===== src/sv/ira_pkg.sv =====
// ---------------------------------------------------------------------------
// ira_pkg
// shared types, constants and helpers of the integer radix ascii formatter
// ---------------------------------------------------------------------------
`default_nettype none

package ira_pkg;

    localparam int MAX_WIDTH = 30;
    localparam int DIGIT_BUF = 12;
    localparam int PAD_W     = $clog2(MAX_WIDTH + 1);
    localparam int DIG_W     = $clog2(DIGIT_BUF + 1);
    localparam int IDX_W     = $clog2(DIGIT_BUF);

    // reciprocal of ten, used with a 35-bit right shift
    localparam logic [31:0] RECIP_TEN = 32'hCCCC_CCCD;
    localparam int          RECIP_SHIFT = 35;

    localparam logic [7:0] CHAR_MINUS = 8'h2D;
    localparam logic [7:0] CHAR_ZERO  = 8'h30;
    localparam logic [7:0] CHAR_SPACE = 8'h20;
    localparam logic [7:0] CHAR_LOWA  = 8'h61;

    typedef enum logic [1:0] {
        OP_SDEC = 2'd0,
        OP_UDEC = 2'd1,
        OP_OCT  = 2'd2,
        OP_HEX  = 2'd3
    } opcode_t;

    typedef enum logic [2:0] {
        ST_IDLE,
        ST_CONV,
        ST_SIGN,
        ST_PAD,
        ST_DIGIT
    } state_t;

    typedef struct packed {
        logic load;
        logic conv;
        logic emit_sign;
        logic emit_pad;
        logic emit_digit;
    } cmd_t;

    typedef struct packed {
        logic conv_done;
        logic negative;
        logic pad_zero;
        logic pad_one;
        logic dig_one;
        logic out_free;
    } status_t;

    function automatic logic [7:0] digit_char(input logic [3:0] d);
        logic [7:0] c;
        if (d < 4'd10)
        begin
            c = CHAR_ZERO + {4'd0, d};
        end
        else
        begin
            c = CHAR_LOWA + {4'd0, d} - 8'd10;
        end
        return c;
    endfunction

    function automatic logic [PAD_W-1:0] sat_width(input logic [4:0] w);
        logic [PAD_W-1:0] r;
        if (int'(w) > MAX_WIDTH)
        begin
            r = PAD_W'(MAX_WIDTH);
        end
        else
        begin
            r = PAD_W'(w);
        end
        return r;
    endfunction

endpackage

`default_nettype wire


===== src/sv/ira_ctrl.sv =====
// ---------------------------------------------------------------------------
// ira_ctrl
// sequencer: accept, convert digit by digit, then emit sign, pads and digits
// ---------------------------------------------------------------------------
`default_nettype none

module ira_ctrl (
    input  wire logic            clk,
    input  wire logic            rst_n,
    input  wire logic            s_tvalid,
    output logic                 s_tready,
    input  wire ira_pkg::status_t sts,
    output ira_pkg::cmd_t        cmd
);

    ira_pkg::state_t state_reg;
    ira_pkg::state_t state_next;

    always_ff @(posedge clk or negedge rst_n)
    begin
        if (!rst_n)
        begin
            state_reg <= ira_pkg::ST_IDLE;
        end
        else
        begin
            state_reg <= state_next;
        end
    end

    always_comb
    begin
        state_next = state_reg;
        case (state_reg)
            ira_pkg::ST_IDLE:
            begin
                if (s_tvalid)
                begin
                    state_next = ira_pkg::ST_CONV;
                end
            end
            ira_pkg::ST_CONV:
            begin
                if (sts.conv_done)
                begin
                    state_next = ira_pkg::ST_SIGN;
                end
            end
            ira_pkg::ST_SIGN:
            begin
                if (!sts.negative || sts.out_free)
                begin
                    state_next = sts.pad_zero ? ira_pkg::ST_DIGIT : ira_pkg::ST_PAD;
                end
            end
            ira_pkg::ST_PAD:
            begin
                if (sts.out_free && sts.pad_one)
                begin
                    state_next = ira_pkg::ST_DIGIT;
                end
            end
            ira_pkg::ST_DIGIT:
            begin
                if (sts.out_free && sts.dig_one)
                begin
                    state_next = ira_pkg::ST_IDLE;
                end
            end
            default:
            begin
                state_next = ira_pkg::ST_IDLE;
            end
        endcase
    end

    always_comb
    begin
        s_tready = 1'b0;
        cmd      = '0;
        case (state_reg)
            ira_pkg::ST_IDLE:
            begin
                s_tready = 1'b1;
                cmd.load = s_tvalid;
            end
            ira_pkg::ST_CONV:
            begin
                cmd.conv = 1'b1;
            end
            ira_pkg::ST_SIGN:
            begin
                cmd.emit_sign = sts.negative && sts.out_free;
            end
            ira_pkg::ST_PAD:
            begin
                cmd.emit_pad = sts.out_free;
            end
            ira_pkg::ST_DIGIT:
            begin
                cmd.emit_digit = sts.out_free;
            end
            default:
            begin
                cmd = '0;
            end
        endcase
    end

endmodule

`default_nettype wire


===== config.mk =====
export PLATFORM = sky130hd
export DESIGN_NAME = ira_ctrl
export DESIGN_NICKNAME = d
export VERILOG_FILES = /design/src/sv/ira_pkg.sv /design/src/sv/ira_ctrl.sv
export SDC_FILE = /design/constraint.sdc
export NUM_CORES = 1
export LEC_CHECK = 0
export CAP_MARGIN = 20
export CORE_AREA = 3 3 40 42
export CTS_CLUSTER_SIZE = 12
export DETAILED_ROUTE_END_ITERATION = 16
export DIE_AREA = 0 0 43 45
export DONT_BUFFER_PORTS = 1
export MAX_ROUTING_LAYER = met4
export SLEW_MARGIN = 10
export SYNTH_ARGS = -nofsm -noshare
export SYNTH_HDL_FRONTEND = slang
export SYNTH_SLANG_ARGS = --single-unit

===== constraint.sdc =====
create_clock -name clk -period 1.3 [get_ports clk]
set_input_delay 0.195 -clock clk [delete_from_list [all_inputs] [get_ports clk]]
set_output_delay 0.195 -clock clk [all_outputs]
set_load 0.02 [all_outputs]

==> results.txt, run 1 <==
* Area of the die: 1940 sq um
- Fraction of final layout cells with drive strength greater than 1: 75.0%
- The register with the most flip-flops in the layout has 3 of them.
- Total via count after detailed routing: 305
- Fin Hold WS: 169 ps
- Half-perimeter wire length after placement: 517 um
- The number of placed instances, taps included, is 51.
* Category of the worst setup path capture point: output port
- Subtracting the final worst setup slack from the clock period gives 1360 ps.
- Setup CP Type: flip-flop to output port
* Count of antenna-violating nets left after detailed routing: 0
- Final period utilization: 105%
* Mux cell area share after synthesis: 3.88%
- Setup repair after global routing could not meet its margin everywhere.
- Static power due to leakage: 0.208 nW
* DRC: 0
* Synth top area cells: sky130_fd_sc_hd__dfrtp_1 (29%), sky130_fd_sc_hd__nor2_1 (5.8%), sky130_fd_sc_hd__o211ai_1 (5.8%)
- Yosys cell types: 21
- Number of hold-slack violations in the final timing report: 0
- Summing the areas of all compound-gate instances in the mapped netlist gives 27.2% of the synthesized area.
* Total of endpoints with negative setup slack in the final report: 6
- Nets@finish: 58
* Clock Root Buffer: sky130_fd_sc_hd__clkbuf_4
* Clock Tree Buf Depth: 2
* Sequential cell area fraction in the yosys report: 29.1%
- Top fanout value on the critical path: 6
* Initial antenna violation count: 0
- The number of slew-limit violations in the final report was 0.
* Power density over the cells: 2570 nW/um^2
- IO buf count: 0
- For the pin with the worst max-slew slack, the measured transition is 213 ps.
* Max Fclk: 736 MHz
- Pin placement for this block handled 15 I/O pins.
* Netlist Area Pre-Place: 258 sq um
- Counting flops with an async set or reset pin after synthesis yields a share of 100%.
- CTS built an H-tree with a depth of 1.
- TritonCTS built the clock tree.
* Largest family of logic cells by synthesized area: simple AND/OR/NAND/NOR gates
- During synthesis, Yosys emitted a total of 0 warnings.
* Synthesized-area fraction occupied by and/or/nand/nor cells: 32.0%
- Clock transition at the register clock pins on the worst setup and hold paths after CTS: 30 ps
- In the global route stage, overall resource usage came out at 9.01%.
- Across the run, the number of max-cap violations was 0.
- Result of the run: complete, but fails checks
* Post-Syn Nets: 39
- Worst clock skew: 5.83 ps
- Vertical extent of the die: 45 um
- Vias in the first global route: 304
* Maximum vdd ir drop: 0.000773 V
- Synthesis produced 30 cells.
- Routed length per placed instance: 12.7 um
- Filler cell count: 138
- Grt total ovfl: 0
* Number of enable-type register cells in the synthesized netlist: 0
- Count of antenna diodes in the layout: 0
- STA puts the critical path data required time at 1110 ps.
* Die Span X: 43 um
- Final Util: 40.4%
- Violation count after the first detailed-route iteration: 5
* Area added between synthesis and finish: 101%
- Setup TNS: -252 ps
* Synth Area per Inst: 8.59 sq um
- The first global-routing pass estimated 1.26 mm of wire.
* Initial core utilization: 20.1%
- Most frequent cell after synthesis: sky130_fd_sc_hd__nor2_1
- Synthesis inferred 3 register bits.
- Detailed Routing Iterations Pass 1: 4
- Top cells by instance count after synthesis: sky130_fd_sc_hd__nor2_1 (4), sky130_fd_sc_hd__dfrtp_1 (3), sky130_fd_sc_hd__nand2_1 (3)
* Overall power after layout: 1.33 mW
- After layout, the worst setup slack is -58.8 ps.
- In the routed layout, each cell is associated on average with a via count of 4.84.
- The finished layout holds 63 standard cells, fillers aside.
* Critical path arrival: 1160 ps
* Routed wire length: 800 um
- Class of the most critical hold timing path: input pin to flip-flop
* TritonCTS buffer count: 3
* Failing checks: setup timing
* Clock Sink Count: 3
* Nature of the critical path startpoint: flip-flop
- Top cell type by total area after synthesis: sky130_fd_sc_hd__dfrtp_1
- Of the total synthesized cell area, the portion taken by XOR and XNOR cells is 0%.
- Number of cell rows: 13
- Entering global routing, the biggest net connects 7 pins.
* Synth Area in Adders: 0%
- Core Area: 1280 sq um
* Area share of the leading cell type in the synthesized netlist: 29.1%
- Clock insertion delay at the later pin of the skew report: 240 ps
- Routability congestion estimate from global placement: 0.770
- Among all flip-flop cells after synthesis, the most frequent one is sky130_fd_sc_hd__dfrtp_1.
* Relative slew margins: 85.8%
cells in the final DEF (no fill, tap or decap), drive strengths merged:
cell type    instances
inv                  2
o2bb2ai              1
nor2b                1
nand2b               1
dlygate4sd3          1
nor3b                1
o211ai               2
nand2                3
or2b                 1
clkbuf               4
nor4b                1
mux2i                1
buf                 15
dfrtp                3
o21ai                2
a21oi                1
a2111o               1
nor3                 1
nor2                 4
a311o                1
nor4                 1
per-stage QoR:
| step | setup slack [ps] | instance area [sq um] |
|---|---|---|
| 5_1_grt | -122 | 519 |
| 4_1_cts | -55.2 | 429 |
| 3_3_place_gp | 18.0 | 337 |
| 3_5_place_dp | 19.3 | 337 |
| 6_report | -58.8 | 519 |
| 2_1_floorplan | 75.8 | 270 |
worst max-delay path: stages (launching register included):
cell and delay, ps:
sky130_fd_sc_hd__dfrtp_2 470, sky130_fd_sc_hd__buf_6 150, sky130_fd_sc_hd__nor3_4 170, sky130_fd_sc_hd__buf_6 140
routing by layer:
| metal | global-route usage, % | vias to the layer above | wire (um) |
|---|---|---|---|
| met5 | - | - | 0 |
| met4 | 5.42 | 0 | 0 |
| met3 | 3.59 | 0 | 84 |
| met2 | 11.7 | 17 | 394 |
| met1 | 11.6 | 142 | 321 |
| li1 | - | 146 | - |
kinds of logic (layout without fill, tap and decap cells):
family | after synthesis | after routing
simple gates | 14 | 14
compound gates | 8 | 8
buf+inv | 4 | 22
flops | 3 | 3
mux | 1 | 1
power by group:
part           switching, mW  internal, mW
Sequential             0.128         0.146
Clock                 0.0513         0.115
Combinational          0.398         0.496
area by class of cell:
type                       count  area (sq um)  area share, %
inverter                       2          7.51           1.45
clock buffer                   4          26.3           5.06
timing repair buffer          16           153           29.4
multi-input combinational     23           235           45.3
tap                           15          18.8           3.61
sequential                     3          78.8           15.2
final timing paths:
path | start | to | slack (ps) | cells after the start
worst max register to register | state_reg[2] | state_reg[2] | 10 | 5
worst min-delay path | sts[1] | state_reg[2] | 170 | 2
max in group asynchronous | rst_n | state_reg[2] | 930 | 1
min in group asynchronous | rst_n | state_reg[1] | 210 | 1
worst min register to register | state_reg[2] | state_reg[1] | 570 | 1
worst max-delay path | state_reg[2] | s_tready | -60 | 3
timing repair:
action                     in CTS  in global routing
buffers inserted                4                  3
gates resized for setup        10                 17
hold endpoints to repair        3                  0
pin swaps                       3                  5
hold buffers                    1                  0
setup endpoints to repair       6                  9
Note: power is estimated with default switching activity, not from simulation.
==> run 2, diff against run 1 <==
--- a/config.mk
+++ b/config.mk
@@ -5,13 +5,14 @@
 export SDC_FILE = /design/constraint.sdc
 export NUM_CORES = 1
 export LEC_CHECK = 0
+export ABC_AREA = 1
 export CAP_MARGIN = 20
 export CORE_AREA = 3 3 40 42
-export CTS_CLUSTER_SIZE = 12
 export DETAILED_ROUTE_END_ITERATION = 16
 export DIE_AREA = 0 0 43 45
 export DONT_BUFFER_PORTS = 1
 export MAX_ROUTING_LAYER = met4
+export RECOVER_POWER = 25
 export SLEW_MARGIN = 10
 export SYNTH_ARGS = -nofsm -noshare
 export SYNTH_HDL_FRONTEND = slang
==> run 2 against run 1 <==
Against the previous run: the flow still finishes with violations (setup timing); core utilization decreased by 4.0 points; global-route usage grew 1.1 points; die area did not move; combinational power shrank 20%; clock skew rose by 0.88 ps; register-to-register slack barely moved; total power is 19% lower; clock power about the same; routed wire length grew 9.6%; flip-flop and latch count is the same; cell count rose by 27%.
==> results.txt, run 2 <==
* Maximum number of pins on one net before global-route repair: 8
* Clock Tree Buf Depth: 2
* Fraction of registers with async set/reset: 100%
* Min Clock Period, post-route: 1350 ps
- Least-Margin Pin Slew: 186 ps
- Finished layout cell area: 468 sq um
- The synthesized netlist devotes 5.06% of its cell area to compound gates.
* Routability congestion estimate from global placement: 0.775
- Ranked by instance count, the synthesized netlist is headed by sky130_fd_sc_hd__nand2_1 (13), sky130_fd_sc_hd__inv_1 (10), sky130_fd_sc_hd__nand3_1 (6).
- Sequential cell area fraction in the yosys report: 25.3%
- The critical path in this run is classified as flip-flop to output port.
- The run finished, with violations left.
- Final period utilization: 104%
- DRC: 0
- In the final routed layout, each cell accounts on average for 11.0 um.
- Among all flip-flop cells after synthesis, the most frequent one is sky130_fd_sc_hd__dfrtp_1.
- The register with the most flip-flops in the layout has 3 of them.
- IO buf count: 0
* Data required time of the worst path: 1110 ps
- Ranked by total cell area, the synthesized netlist is headed by sky130_fd_sc_hd__dfrtp_1 (25%), sky130_fd_sc_hd__nand2_1 (16%), sky130_fd_sc_hd__inv_1 (13%).
- In this run the power density over the cells is 2310 nW/um^2.
- Number of placed cells counting well taps: 68
* Total via count after detailed routing: 356
- RSZ-0062 raised after global routing: yes
- Grt total ovfl: 0
- Post-Synthesis Cells: 49
* Violation count after the first detailed-route iteration: 3
- Vias in the first global route: 322
- Data arrives at the worst endpoint at 1160 ps.
- Counting the buffers created by CTS gives 3.
- Xor/xnor cell area share of the yosys netlist: 0%
- Routed wire length: 877 um
* GRT Resource Usage Total: 10.1%
* CTS tree: done
- Number of synthesis warnings: 0
- Vertical extent of the die: 45 um
- The region available for standard cell placement spans 1280 sq um.
- Once detailed placement completed, the half-perimeter wirelength came to 582 um.
* Number of cell rows: 13
- CTS placed an instance of sky130_fd_sc_hd__clkbuf_4 at the clock tree root.
- Counting flops and latches in the post-synthesis netlist gives 3.
* Area of the die: 1940 sq um
- Summing every instance area after synthesis gives 297 sq um.
- When the netlist entered floorplanning its net count stood at 58.
- In this run the number of H-tree levels came out at 1.
- Leaving out fill and tap cells, the most frequent cells in the layout are sky130_fd_sc_hd__nand2_1 (11), sky130_fd_sc_hd__buf_4 (11), sky130_fd_sc_hd__inv_1 (6).
- Clock insertion delay at the later pin of the skew report: 230 ps
* Yosys cell types: 15
* Number of enable-type register cells in the synthesized netlist: 0
- From left edge to right edge, the die measures 43 um.
- Top fanout value on the critical path: 6
- Static power due to leakage: 0.246 nW
- Setup violations remaining at the end of the flow were counted as 5.
- Class of the most critical hold timing path: input pin to flip-flop
- Between clock sinks in the finished design, the worst skew comes to 6.71 ps.
- Initial antenna violation count: 0
- For this run, the detailed router's first-pass iteration total came to 2.
- For this run, the post-layout net count is 75.
* Number of standard cells in the final layout excluding fillers: 80
- Derived from the worst setup path, the maximum achievable clock frequency is 739 MHz.
- The repair_antennas step left the layout with diodes totalling 0.
* Mux cell area share after synthesis: 0%
* Final Util: 36.4%
- In the routed layout, each cell is associated on average with a via count of 4.45.
* Largest family of logic cells by synthesized area: simple AND/OR/NAND/NOR gates
* Area after detailed placement: 348 sq um
- Clock Sink Count: 3
- Number of hold-slack violations in the final timing report: 0
- Category of the worst setup path capture point: output port
* Initial core utilization: 23.1%
- Of all cell types, the one taking the most synthesized area is sky130_fd_sc_hd__dfrtp_1.
- After filler insertion, the fill cell instance count of the layout stands at 146.
- Clock transition at the register clock pins on the worst setup and hold paths after CTS: 40 ps
- Synth Area in Adders: 0%
- Fin. max-slew vios: 0
- Max Cap Violations: 0
- Summing the areas of all and, or, nand and nor instances in the mapped netlist gives 53.2% of the synthesized area.
* Synth Area per Inst: 6.05 sq um
- Headroom to the max-slew limit came out at 87.5%.
- From synthesis to final layout, the design area changed by 57.8%.
* Nature of the critical path startpoint: flip-flop
* Top-level I/O count: 15
- Fraction of final layout cells with drive strength greater than 1: 50.8%
- The detail route stage leaves a number of antenna-violating nets equal to 0.
- Once routing completed, OpenROAD measured the worst setup slack at -53.8 ps.
* Maximum vdd ir drop: 0.000793 V
- After layout, the design draws a total of 1.08 mW.
- The synthesized design devotes to its leading area cell type 25.3% of total area.
* Most frequent cell after synthesis: sky130_fd_sc_hd__nand2_1
- First-pass GRT wire length: 1.37 mm
- The checks that failed: setup timing.
[run 2: cell families after synthesis]
logic type	count (synthesis)
simple gates	32
compound gates	3
buf+inv	11
flops	3
[run 2: final cells by class]
| cell class | count | area, sq um | share of cell area [%] |
|---|---|---|---|
| Clock buffer | 4 | 26.3 | 5.61 |
| Inverter | 10 | 40.0 | 8.56 |
| Multi-Input combinational cell | 35 | 201 | 43.0 |
| Sequential cell | 3 | 77.6 | 16.6 |
| Tap cell | 15 | 18.8 | 4.01 |
| Timing Repair Buffer | 13 | 104 | 22.2 |
[run 2: worst max-delay path: stages (launching register included)]
cell and delay [ps]:
sky130_fd_sc_hd__dfrtp_2 450, sky130_fd_sc_hd__buf_4 160, sky130_fd_sc_hd__nor3_2 160, sky130_fd_sc_hd__buf_4 160
[run 2: what timing repair did]
| action | CTS | global route |
|---|---|---|
| pin swaps | 3 | 4 |
| hold endpoints to repair | 3 | 0 |
| buffers inserted | 5 | 2 |
| hold buffers | 1 | 0 |
| gates resized for setup | 11 | 3 |
| setup endpoints to repair | 6 | 9 |
[run 2: final timing paths]
path,from,slack (ps),endpoint,cells past startpoint
min in group asynchronous,rst_n,220,state_reg[2],1
max in group asynchronous,rst_n,900,state_reg[0],1
hold reg to reg,state_reg[0],670,state_reg[0],3
setup / recovery,state_reg[1],-50,cmd[4],3
setup reg to reg,state_reg[0],10,state_reg[1],7
hold / removal,sts[3],180,state_reg[0],3
[run 2: power breakdown]
part,switching [mW],internal (mW)
sequential,0.0655,0.139
clock,0.0490,0.115
combinational,0.407,0.303
total,0.521,0.557
[run 2: through the flow]
step | setup TNS, ps | setup WS (ps) | hold slack [ps]
after floorplan | 0 | 13.2 | -101
after global placement | 0 | 102 | -101
after detailed placement | 0 | 78.0 | -101
after CTS | -93.8 | -30.1 | 170
after global routing | -516 | -92.8 | 202
final | -122 | -53.8 | 175
[run 2: layer usage]
metal	wire, um	global-route usage, %	vias to the layer above
met5	0	-	-
met4	0	3.61	0
met3	53	2.79	0
met2	401	15.6	12
met1	421	12.7	158
li1	-	-	186
